$ cat src/design/gmps_pkg.sv
// Package for the grid maximum path sum block: widths, defaults and shared types.
// Used by the interfaces, the row-store cell and the top level; depends on nothing.
package gmps_pkg;

   localparam int SUM_BITS           = 22;
   localparam int GRID_BITS          = 7;
   localparam int VALUE_FIELD_BITS   = 16;
   localparam int COLUMN_BITS        = 7;
   localparam int DEFAULT_MAX_N      = 64;
   localparam int DEFAULT_VALUE_BITS = 16;

   localparam logic [GRID_BITS-1:0] GRID_SIZE_RESET = 7'd64;

   typedef logic [SUM_BITS-1:0]         sum_type;
   typedef logic [GRID_BITS-1:0]        grid_type;
   typedef logic [VALUE_FIELD_BITS-1:0] value_type;
   typedef logic [COLUMN_BITS-1:0]      column_type;

   // Control handed to every cell of the row store.
   typedef struct packed {
      logic shift;   // an input beat is accepted this cycle
      logic load;    // this cell is the insertion point for the new sum
   } cell_ctl_type;

endpackage

$ cat src/design/gmps_if.sv
// Valid/ready channel interfaces for the grid maximum path sum block.
// Depends on gmps_pkg for the payload types.
interface gmps_req_if;
   logic                 valid;
   logic                 ready;
   gmps_pkg::value_type  cell_value;

   modport source (output valid, output cell_value, input ready);
   modport sink   (input valid, input cell_value, output ready);
endinterface

interface gmps_rsp_if;
   logic                 valid;
   logic                 ready;
   gmps_pkg::sum_type    best_sum;
   gmps_pkg::column_type best_column;

   modport source (output valid, output best_sum, output best_column, input ready);
   modport sink   (input valid, input best_sum, input best_column, output ready);
endinterface

$ cat src/design/gmps_cell.sv
// One cell of the row-store shift chain: holds one running path sum.
// Depends on gmps_pkg for the sum and control types.
module gmps_cell (
   input  logic                   clock,
   input  gmps_pkg::cell_ctl_type ctl,
   input  gmps_pkg::sum_type      new_sum,
   input  gmps_pkg::sum_type      prev_sum,
   output gmps_pkg::sum_type      held_sum
);

   gmps_pkg::sum_type sum_ff;
   gmps_pkg::sum_type sum_in;

   // The insertion cell takes the fresh sum; every other cell takes its left neighbour.
   always_comb begin
      sum_in = sum_ff;
      if (ctl.shift) begin
         sum_in = ctl.load ? new_sum : prev_sum;
      end
   end

   always_ff @(posedge clock) begin
      sum_ff <= sum_in;
   end

   assign held_sum = sum_ff;

endmodule

$ cat src/design/grid_max_path_sum_dp.sv
// Top level of the grid maximum path sum block: row-store cell chain, best tracker, output.
// Depends on gmps_pkg, the interfaces in gmps_if.sv and the cell module gmps_cell.
//
//   Channel   Direction  Handshake            Beat contents
//   req_chan  in         valid/ready          cell_value: next grid cell, row-major
//   rsp_chan  out        valid/ready          best_sum, best_column of a finished grid
//   csr_*     in         write enable only    grid_size (rows and columns)
//
// The block takes one cell per clock cycle, sustained, while the input is not stalled. The
// limiting path is the three-way maximum over the row above plus one add, which feeds the
// new sum straight back into the cell chain in the same cycle.
// A result passes from the tracker stage register into the output register and
// sits there until it is taken; a grid of N by N cells takes N*N input beats.
// Reset is synchronous and active high; the row store needs no clearing pass.
// The input side stalls only when a finished result waits in the tracker stage
// while the output register is still full and not being taken.
module grid_max_path_sum_dp #(
   parameter int MAX_N      = gmps_pkg::DEFAULT_MAX_N,
   parameter int VALUE_BITS = gmps_pkg::DEFAULT_VALUE_BITS
) (
   input  logic                 clock,
   input  logic                 reset,
   gmps_req_if.sink             req_chan,
   gmps_rsp_if.source           rsp_chan,
   input  logic                 csr_write_enable,
   input  gmps_pkg::grid_type   csr_write_data
);

   // Width of a column index and of a cell position in the chain.
   localparam int IDX_BITS = (MAX_N > 1) ? $clog2(MAX_N) : 1;

   // Only the low VALUE_BITS bits of a cell value take part in the sums.
   localparam gmps_pkg::value_type VAL_MASK =
      (VALUE_BITS >= gmps_pkg::VALUE_FIELD_BITS) ? '1
      : gmps_pkg::VALUE_FIELD_BITS'((64'd1 << VALUE_BITS) - 64'd1);

   // A grid size of zero behaves as one, and one above MAX_N as MAX_N.
   function automatic int effective_n(gmps_pkg::grid_type g);
      int n;
      n = int'(g);
      if (n < 1) begin
         n = 1;
      end
      if (n > MAX_N) begin
         n = MAX_N;
      end
      return n;
   endfunction

   // ------------------------------------------------------------------
   // Configuration and position counters
   // ------------------------------------------------------------------
   // The chain is made to look exactly N cells long by inserting new sums at
   // cell MAX_N-N; the sum written N beats ago then always sits in the last
   // cell, and the one written N-1 beats ago in the cell before it.
   logic [IDX_BITS-1:0] insert_pos_ff, insert_pos_in;
   logic [IDX_BITS-1:0] last_idx_ff,   last_idx_in;
   logic [IDX_BITS-1:0] row_ff,        row_in;
   logic [IDX_BITS-1:0] col_ff,        col_in;
   gmps_pkg::sum_type   left_ff,       left_in;

   // Tracker stage registers.
   logic                  s2_valid_ff,     s2_valid_in;
   gmps_pkg::sum_type     s2_sum_ff;
   logic [IDX_BITS-1:0]   s2_col_ff;
   logic                  s2_last_row_ff;
   logic                  s2_first_col_ff;
   logic                  s2_last_cell_ff;
   gmps_pkg::sum_type     best_ff,         best_in;
   gmps_pkg::column_type  best_col_ff,     best_col_in;

   // Output register.
   logic                  rsp_valid_ff,    rsp_valid_in;
   gmps_pkg::sum_type     rsp_sum_ff,      rsp_sum_in;
   gmps_pkg::column_type  rsp_col_ff,      rsp_col_in;

   logic                  accept;
   logic                  stall;
   logic                  advance;
   logic                  last_col;
   logic                  last_row;
   gmps_pkg::value_type   value_masked;
   gmps_pkg::sum_type     above_sum;
   gmps_pkg::sum_type     right_sum;
   gmps_pkg::sum_type     best_above;
   gmps_pkg::sum_type     new_sum;
   gmps_pkg::cell_ctl_type cell_ctl [MAX_N];
   gmps_pkg::sum_type     chain_q [MAX_N];
   logic                  take_new;
   gmps_pkg::sum_type     next_best;
   gmps_pkg::column_type  next_best_col;

   // A finished grid in the tracker stage cannot move while the output is full.
   assign stall    = s2_valid_ff && s2_last_cell_ff && rsp_valid_ff && !rsp_chan.ready;
   assign advance  = s2_valid_ff && !stall;
   assign req_chan.ready = !stall;
   assign accept   = req_chan.valid && !stall;

   assign last_col = (col_ff == last_idx_ff);
   assign last_row = (row_ff == last_idx_ff);

   // ------------------------------------------------------------------
   // Row-store chain
   // ------------------------------------------------------------------
   assign above_sum = chain_q[MAX_N-1];

   generate
      if (MAX_N > 1) begin : g_right
         assign right_sum = chain_q[MAX_N-2];
      end else begin : g_no_right
         assign right_sum = '0;
      end
   endgenerate

   for (genvar i = 0; i < MAX_N; i++) begin : g_cell
      assign cell_ctl[i].shift = accept;
      assign cell_ctl[i].load  = (insert_pos_ff == IDX_BITS'(i));

      if (i == 0) begin : g_head
         gmps_cell u_cell (
            .clock    (clock),
            .ctl      (cell_ctl[i]),
            .new_sum  (new_sum),
            .prev_sum (new_sum),
            .held_sum (chain_q[i])
         );
      end else begin : g_body
         gmps_cell u_cell (
            .clock    (clock),
            .ctl      (cell_ctl[i]),
            .new_sum  (new_sum),
            .prev_sum (chain_q[i-1]),
            .held_sum (chain_q[i])
         );
      end
   end

   // ------------------------------------------------------------------
   // Cell update: largest of the up to three sums above, plus this value
   // ------------------------------------------------------------------
   always_comb begin
      value_masked = req_chan.cell_value & VAL_MASK;
      best_above   = above_sum;
      if ((col_ff != '0) && (left_ff > best_above)) begin
         best_above = left_ff;
      end
      if (!last_col && (right_sum > best_above)) begin
         best_above = right_sum;
      end
      if (row_ff == '0) begin
         new_sum = gmps_pkg::SUM_BITS'(value_masked);
      end else begin
         new_sum = gmps_pkg::SUM_BITS'(value_masked) + best_above;
      end
   end

   // Counters, configuration and the saved left-hand sum of the row above.
   always_comb begin
      insert_pos_in = insert_pos_ff;
      last_idx_in   = last_idx_ff;
      row_in        = row_ff;
      col_in        = col_ff;
      left_in       = left_ff;

      if (accept) begin
         // The entry about to be overwritten is the left neighbour of the next cell.
         left_in = (row_ff == '0) ? '0 : above_sum;
         if (last_col) begin
            col_in  = '0;
            left_in = '0;
            row_in  = last_row ? '0 : row_ff + 1'b1;
         end else begin
            col_in = col_ff + 1'b1;
         end
      end

      if (csr_write_enable) begin
         insert_pos_in = IDX_BITS'(MAX_N - effective_n(csr_write_data));
         last_idx_in   = IDX_BITS'(effective_n(csr_write_data) - 1);
         row_in        = '0;
         col_in        = '0;
         left_in       = '0;
      end
   end

   always_ff @(posedge clock) begin
      if (reset) begin
         insert_pos_ff <= IDX_BITS'(MAX_N - effective_n(gmps_pkg::GRID_SIZE_RESET));
         last_idx_ff   <= IDX_BITS'(effective_n(gmps_pkg::GRID_SIZE_RESET) - 1);
         row_ff        <= '0;
         col_ff        <= '0;
         left_ff       <= '0;
      end else begin
         insert_pos_ff <= insert_pos_in;
         last_idx_ff   <= last_idx_in;
         row_ff        <= row_in;
         col_ff        <= col_in;
         left_ff       <= left_in;
      end
   end

   // ------------------------------------------------------------------
   // Tracker stage: running best of the last row, leftmost on ties
   // ------------------------------------------------------------------
   always_comb begin
      take_new      = s2_last_row_ff && (s2_first_col_ff || (s2_sum_ff > best_ff));
      next_best     = take_new ? s2_sum_ff : best_ff;
      next_best_col = take_new
                      ? gmps_pkg::COLUMN_BITS'(32'(s2_col_ff) + 32'd1)
                      : best_col_ff;

      s2_valid_in  = stall ? s2_valid_ff : accept;
      best_in      = best_ff;
      best_col_in  = best_col_ff;
      rsp_valid_in = rsp_valid_ff && !rsp_chan.ready;
      rsp_sum_in   = rsp_sum_ff;
      rsp_col_in   = rsp_col_ff;

      if (advance) begin
         if (s2_last_cell_ff) begin
            // Grid complete: hand the result over and start afresh.
            rsp_valid_in = 1'b1;
            rsp_sum_in   = next_best;
            rsp_col_in   = next_best_col;
            best_in      = '0;
            best_col_in  = gmps_pkg::COLUMN_BITS'(1);
         end else begin
            best_in      = next_best;
            best_col_in  = next_best_col;
         end
      end

      if (csr_write_enable) begin
         best_in     = '0;
         best_col_in = gmps_pkg::COLUMN_BITS'(1);
      end
   end

   always_ff @(posedge clock) begin
      if (reset) begin
         s2_valid_ff  <= 1'b0;
         best_ff      <= '0;
         best_col_ff  <= gmps_pkg::COLUMN_BITS'(1);
         rsp_valid_ff <= 1'b0;
      end else begin
         s2_valid_ff  <= s2_valid_in;
         best_ff      <= best_in;
         best_col_ff  <= best_col_in;
         rsp_valid_ff <= rsp_valid_in;
      end
   end

   // Payload registers carry no reset.
   always_ff @(posedge clock) begin
      if (accept) begin
         s2_sum_ff       <= new_sum;
         s2_col_ff       <= col_ff;
         s2_last_row_ff  <= last_row;
         s2_first_col_ff <= (col_ff == '0);
         s2_last_cell_ff <= last_row && last_col;
      end
      rsp_sum_ff <= rsp_sum_in;
      rsp_col_ff <= rsp_col_in;
   end

   assign rsp_chan.valid       = rsp_valid_ff;
   assign rsp_chan.best_sum    = rsp_sum_ff;
   assign rsp_chan.best_column = rsp_col_ff;

   // ------------------------------------------------------------------
   // Assertions
   // ------------------------------------------------------------------
   // A result only appears after a finished grid has left the tracker stage.
   a_result_from_grid_end: assert property (@(posedge clock) disable iff (reset)
      $rose(rsp_valid_ff) |-> $past(s2_valid_ff && s2_last_cell_ff))
      else $error("result raised without a completed grid");

   // The column counter never runs beyond the configured grid width.
   a_col_in_range: assert property (@(posedge clock) disable iff (reset)
      col_ff <= last_idx_ff)
      else $error("column counter beyond grid width");

   // Accepting the last cell of a grid wraps both counters to the origin.
   a_grid_wrap: assert property (@(posedge clock) disable iff (reset)
      (accept && last_row && last_col) |=> (row_ff == '0 && col_ff == '0))
      else $error("counters did not wrap after the last cell");

   // While the output is blocked, the finished grid waits in the tracker stage.
   a_stall_holds: assert property (@(posedge clock) disable iff (reset)
      stall |=> (s2_valid_ff && s2_last_cell_ff))
      else $error("finished grid lost during an output stall");

endmodule
$ cat src/flat_wrapper.sv
// flat-port wrapper written by rule: the top's interface ports become plain ports
module grid_max_path_sum_dp_flat 
#(
   parameter int MAX_N      = gmps_pkg::DEFAULT_MAX_N,
   parameter int VALUE_BITS = gmps_pkg::DEFAULT_VALUE_BITS
)
  (clock, reset, csr_write_enable, csr_write_data, req_chan_valid, req_chan_cell_value, req_chan_ready, rsp_chan_valid, rsp_chan_best_sum, rsp_chan_best_column, rsp_chan_ready);
  gmps_req_if req_chan_i ();
  gmps_rsp_if rsp_chan_i ();
  input  logic clock;
  input  logic reset;
  input  logic csr_write_enable;
  input  gmps_pkg::grid_type csr_write_data;
  input wire logic [$bits(req_chan_i.valid)-1:0] req_chan_valid;
  input wire logic [$bits(req_chan_i.cell_value)-1:0] req_chan_cell_value;
  output wire logic [$bits(req_chan_i.ready)-1:0] req_chan_ready;
  output wire logic [$bits(rsp_chan_i.valid)-1:0] rsp_chan_valid;
  output wire logic [$bits(rsp_chan_i.best_sum)-1:0] rsp_chan_best_sum;
  output wire logic [$bits(rsp_chan_i.best_column)-1:0] rsp_chan_best_column;
  input wire logic [$bits(rsp_chan_i.ready)-1:0] rsp_chan_ready;
  assign req_chan_i.valid = req_chan_valid;
  assign req_chan_i.cell_value = req_chan_cell_value;
  assign req_chan_ready = req_chan_i.ready;
  assign rsp_chan_valid = rsp_chan_i.valid;
  assign rsp_chan_best_sum = rsp_chan_i.best_sum;
  assign rsp_chan_best_column = rsp_chan_i.best_column;
  assign rsp_chan_i.ready = rsp_chan_ready;
  grid_max_path_sum_dp #(.MAX_N(MAX_N), .VALUE_BITS(VALUE_BITS)) u_core (.clock(clock), .reset(reset), .req_chan(req_chan_i), .rsp_chan(rsp_chan_i), .csr_write_enable(csr_write_enable), .csr_write_data(csr_write_data));
endmodule
$ cat config.mk
export PLATFORM = sky130hd
export DESIGN_NAME = grid_max_path_sum_dp_flat
export DESIGN_NICKNAME = d
export VERILOG_FILES = /design/src/design/gmps_pkg.sv /design/src/design/gmps_if.sv /design/src/design/gmps_cell.sv /design/src/design/grid_max_path_sum_dp.sv /design/src/flat_wrapper.sv
export SDC_FILE = /design/constraint.sdc
export NUM_CORES = 2
export LEC_CHECK = 0
export BUFFER_PORTS_ARGS = -buffer_cell sky130_fd_sc_hd__buf_2
export CORE_ASPECT_RATIO = 0.75
export CORE_MARGIN = 8
export CORE_UTILIZATION = 40
export DETAILED_ROUTE_END_ITERATION = 16
export RECOVER_POWER = 50
export SYNTH_ARGS = -nofsm -noshare
export SYNTH_HDL_FRONTEND = slang
export SYNTH_HIERARCHICAL = 1
export SYNTH_SLANG_ARGS = --single-unit
$ cat constraint.sdc
create_clock -name clock -period 41.1 [get_ports clock]
set_clock_uncertainty 0.15 [all_clocks]
set_input_delay 4.11 -clock clock [delete_from_list [all_inputs] [get_ports clock]]
set_output_delay 4.11 -clock clock [all_outputs]
set_load 0.03 [all_outputs]
==> impl_metrics.csv <==
group,metric,value,unit
floorplanning,die_height,374,µm
global_route,grt_pass1_vias,33900,
clock_tree,insertion_delay,0.77,ns
timing,tns,0,ns
placed_design,gp_congestion,0.787,
pwr,power.total,3400,µW
placed_design,dp_hpwl,73.2,mm
global_route,grt_first_pass_wirelength,211,mm
clock_tree,postCtsHoldBufs,0,
layout,finish.utilization,44.4,%
layout,fin_nets,4179,
synthesis,yosysTopAreaCell,"edfxtp_1",
critical_path,ff2ff_path_depth,9,
routing,antenna_left,0,
clock_tree,cts_buffer_depth,3,
routing,drt_first_pass_iters,5,
synthesis,ys_async_sr_fraction,0,%
routing,routedWlPerCell,20.9,µm
clock_tree,cts_num_sinks,1545,
floorplanning,fp-row-count,131,
global_route,gr-total-overflow,0,
min_path,min_to,"u_core/best_ff[21]",
synthesis,synthesis.area,68200,µm²
timing,min_period,23.50,ns
synthesis,syn_inst,3930,
placed_design,placedCellCount,6171,
floorplanning,die_x,493,µm
floorplanning,dieArea,184000,µm²
critical_path,crit_arrival,23.71,ns
pwr,power_density,45.1,nW/µm²
critical_path,r2r_end,"u_core/g_cell[15].g_body.u_cell/held_sum[9]",
routing,via_count,33700,
clock_tree,post_cts_buffers,0,
critical_path,cp.required,41.32,ns
critical_path,startpoint_type,"primary input",
routing,vias_per_cell,5.22,
clock_tree,cts_resized,0,
status,failed_checks,"max-capacitance violations, max-slew violations",
timing,period_share,57.2,%
min_path,min-delay-start,"u_core/best_ff[21]",
timing,tightest_slew,10.20,ns
routing,first_iter_violations,2778,
synthesis,ys_warn_count,6,
min_path,holdCritPathClass,"flip-flop to flip-flop",
layout,drive_gt1_share,42.8,%
timing,relSlewSlack,-580,%
routing,routed_wl,135,mm
floorplanning,core,170000,µm²
run,cap_viol_max_count,18,
synthesis,synthTopCellsByArea,"edfxtp_1 65%, mux2_2 23%, dfxtp_1 2.3%",
critical_path,crit_path_end_kind,"flip-flop",
synthesis,synthDistinctLibCells,62,
synthesis,synth_seq_cells,1545,
timing,slew_viol_final,1506,
critical_path,rr_startpoint,"u_core/s2_last_cell_ff",
timing,rsz0062_at_grt,"no",
pwr,leakagePower,0.0251,µW
min_path,holdPathStages,1,
clock_tree,cts_root_buf,"clkbuf_16",
timing,setup_viol,0,
timing,hold_slack,0.324,ns
layout,final_cells,6445,
timing,final_hold_viol_count,0,
synthesis,ys.flop_type,"edfxtp_1",
layout,area_delta_synth_final,10.4,%
synthesis,synth-edff-count,1468,
critical_path,crit_fanout,184,
global_route,grt_max_degree,201,
synthesis,syn_area_per_cell,17.4,µm²
synthesis,synth_most_common_cell,"edfxtp_1",
pwr,ir_drop,0.0412,mV
floorplanning,ios,59,
clock_tree,htree_levels,4,
synthesis,netlist.area_leader.share,64.6,%
global_route,track_usage,14.4,%
critical_path,crit_type,"primary input to flip-flop",
critical_path,regToRegSetupSlack,20.53,ns
status,status,"complete, but fails checks",
floorplanning,start_util,40.2,%
synthesis,yosysSeqAreaShare,66.9,%
routing,drc,0,
timing,fmax,42.6,MHz
placed_design,port_buffers,58,
synthesis,syn_nets,4048,
clock_tree,clk_pin_slew,0.06,ns
clock_tree,tritoncts,"done",
synthesis,synth_common_cells,"1468 x edfxtp_1, 1418 x mux2_2, 159 x nor2_1",
global_route,antenna_found_initial,9,
clock_tree,cts_buffers,149,
-- critical path, stage by stage --
cell	delay, ns
buf_2	0.08
nor2b_1	0.06
nand3_1	0.17
nand2_1	0.10
clkbuf_1	0.55
clkinvlp_2	4.08
clkbuf_1	2.89
clkbuf_1	6.92
clkbuf_1	2.75
buf_12	0.72
buf_4	0.82
-- registers in the layout, summed over array words and instances, names as in the netlist, 6 cells and up --
name / count
u_core/last_idx_ff: 6
u_core/best_col_ff: 7
u_core/rsp_chan.best_column: 7
u_core/s2_sum_ff: 22
u_core/col_ff: 6
u_core/left_ff: 22
u_core/best_ff: 22
u_core/insert_pos_ff: 6
u_core/s2_col_ff: 6
u_core/rsp_chan.best_sum: 22
u_core/g_cell.g_body.u_cell/held_sum: 1386
u_core/g_cell.g_head.u_cell/held_sum: 22
u_core/row_ff: 6
-- worst max-delay path by stage --
stage	from	end	depth (start not counted)
2_1_floorplan	rsp_chan_ready	u_core/g_cell[0].g_head.u_cell/held_sum[0]	4
3_3_place_gp	rsp_chan_ready	u_core/g_cell[7].g_body.u_cell/held_sum[12]	11
3_5_place_dp	rsp_chan_ready	u_core/g_cell[7].g_body.u_cell/held_sum[4]	11
4_1_cts	rsp_chan_ready	u_core/g_cell[15].g_body.u_cell/held_sum[9]	11
5_1_grt	rsp_chan_ready	u_core/g_cell[15].g_body.u_cell/held_sum[9]	11
6_report	rsp_chan_ready	u_core/g_cell[15].g_body.u_cell/held_sum[9]	11
-- routing by layer --
layer | vias to the layer above | global-route usage, % | share of wire (%)
met3 | 184 | 2.16 | 4.0
li1 | 15500 | - | -
met1 | 17300 | 21.9 | 51
met5 | - | 0 | 0
met2 | 616 | 21.3 | 43
met4 | 0 | 3.94 | 2.0
-- stage by stage --
stage	worst slack [ns]	area, µm²
finish	17.60	75300
global route	15.63	75300
detailed placement	30.80	70800
global placement	30.87	70800
CTS	31.62	75500
floorplan	17.95	68200
-- cells in the final DEF (no fill, tap or decap), types with 26 or more instances in the layout --
cell type	instances
dfxtp_1	77
buf_4	70
buf_2	26
edfxtp_1	1468
clkbuf_16	156
a22o_1	28
ha_1	89
clkbuf_1	86
clkinv_1	38
nand3_1	27
a21oi_1	79
nor2_2	65
nor2_1	92
mux2_2	1397
o21ai_0	41
nand2_1	83
inv_1	69
-- layout make-up --
type | instances | area (µm²)
Multi-Input combinational cell | 2148 | 21000
Antenna cell | 2 | 5.00
Timing Repair Buffer | 147 | 863
Fill cell | 14700 | 94400
Inverter | 70 | 264
Tap cell | 2261 | 2830
Sequential cell | 1545 | 45600
Clock inverter | 72 | 542
Clock buffer | 200 | 4150
-- logic make-up after synthesis --
kind of cell	synth area share, %
flip-flops	66.9
AO/OA/AOI/OAI	2.28
buffers and inverters	2.78
AND/OR/NAND/NOR	2.28
adder cells (fa/ha/maj)	1.66
XOR/XNOR	0.552
multiplexers	23.6
-- power breakdown --
part	internal [µW]	switching (µW)
clock	748	585
sequential	1840	24.6
combinational	86.8	117
Power figures use the tool's default switching activity.
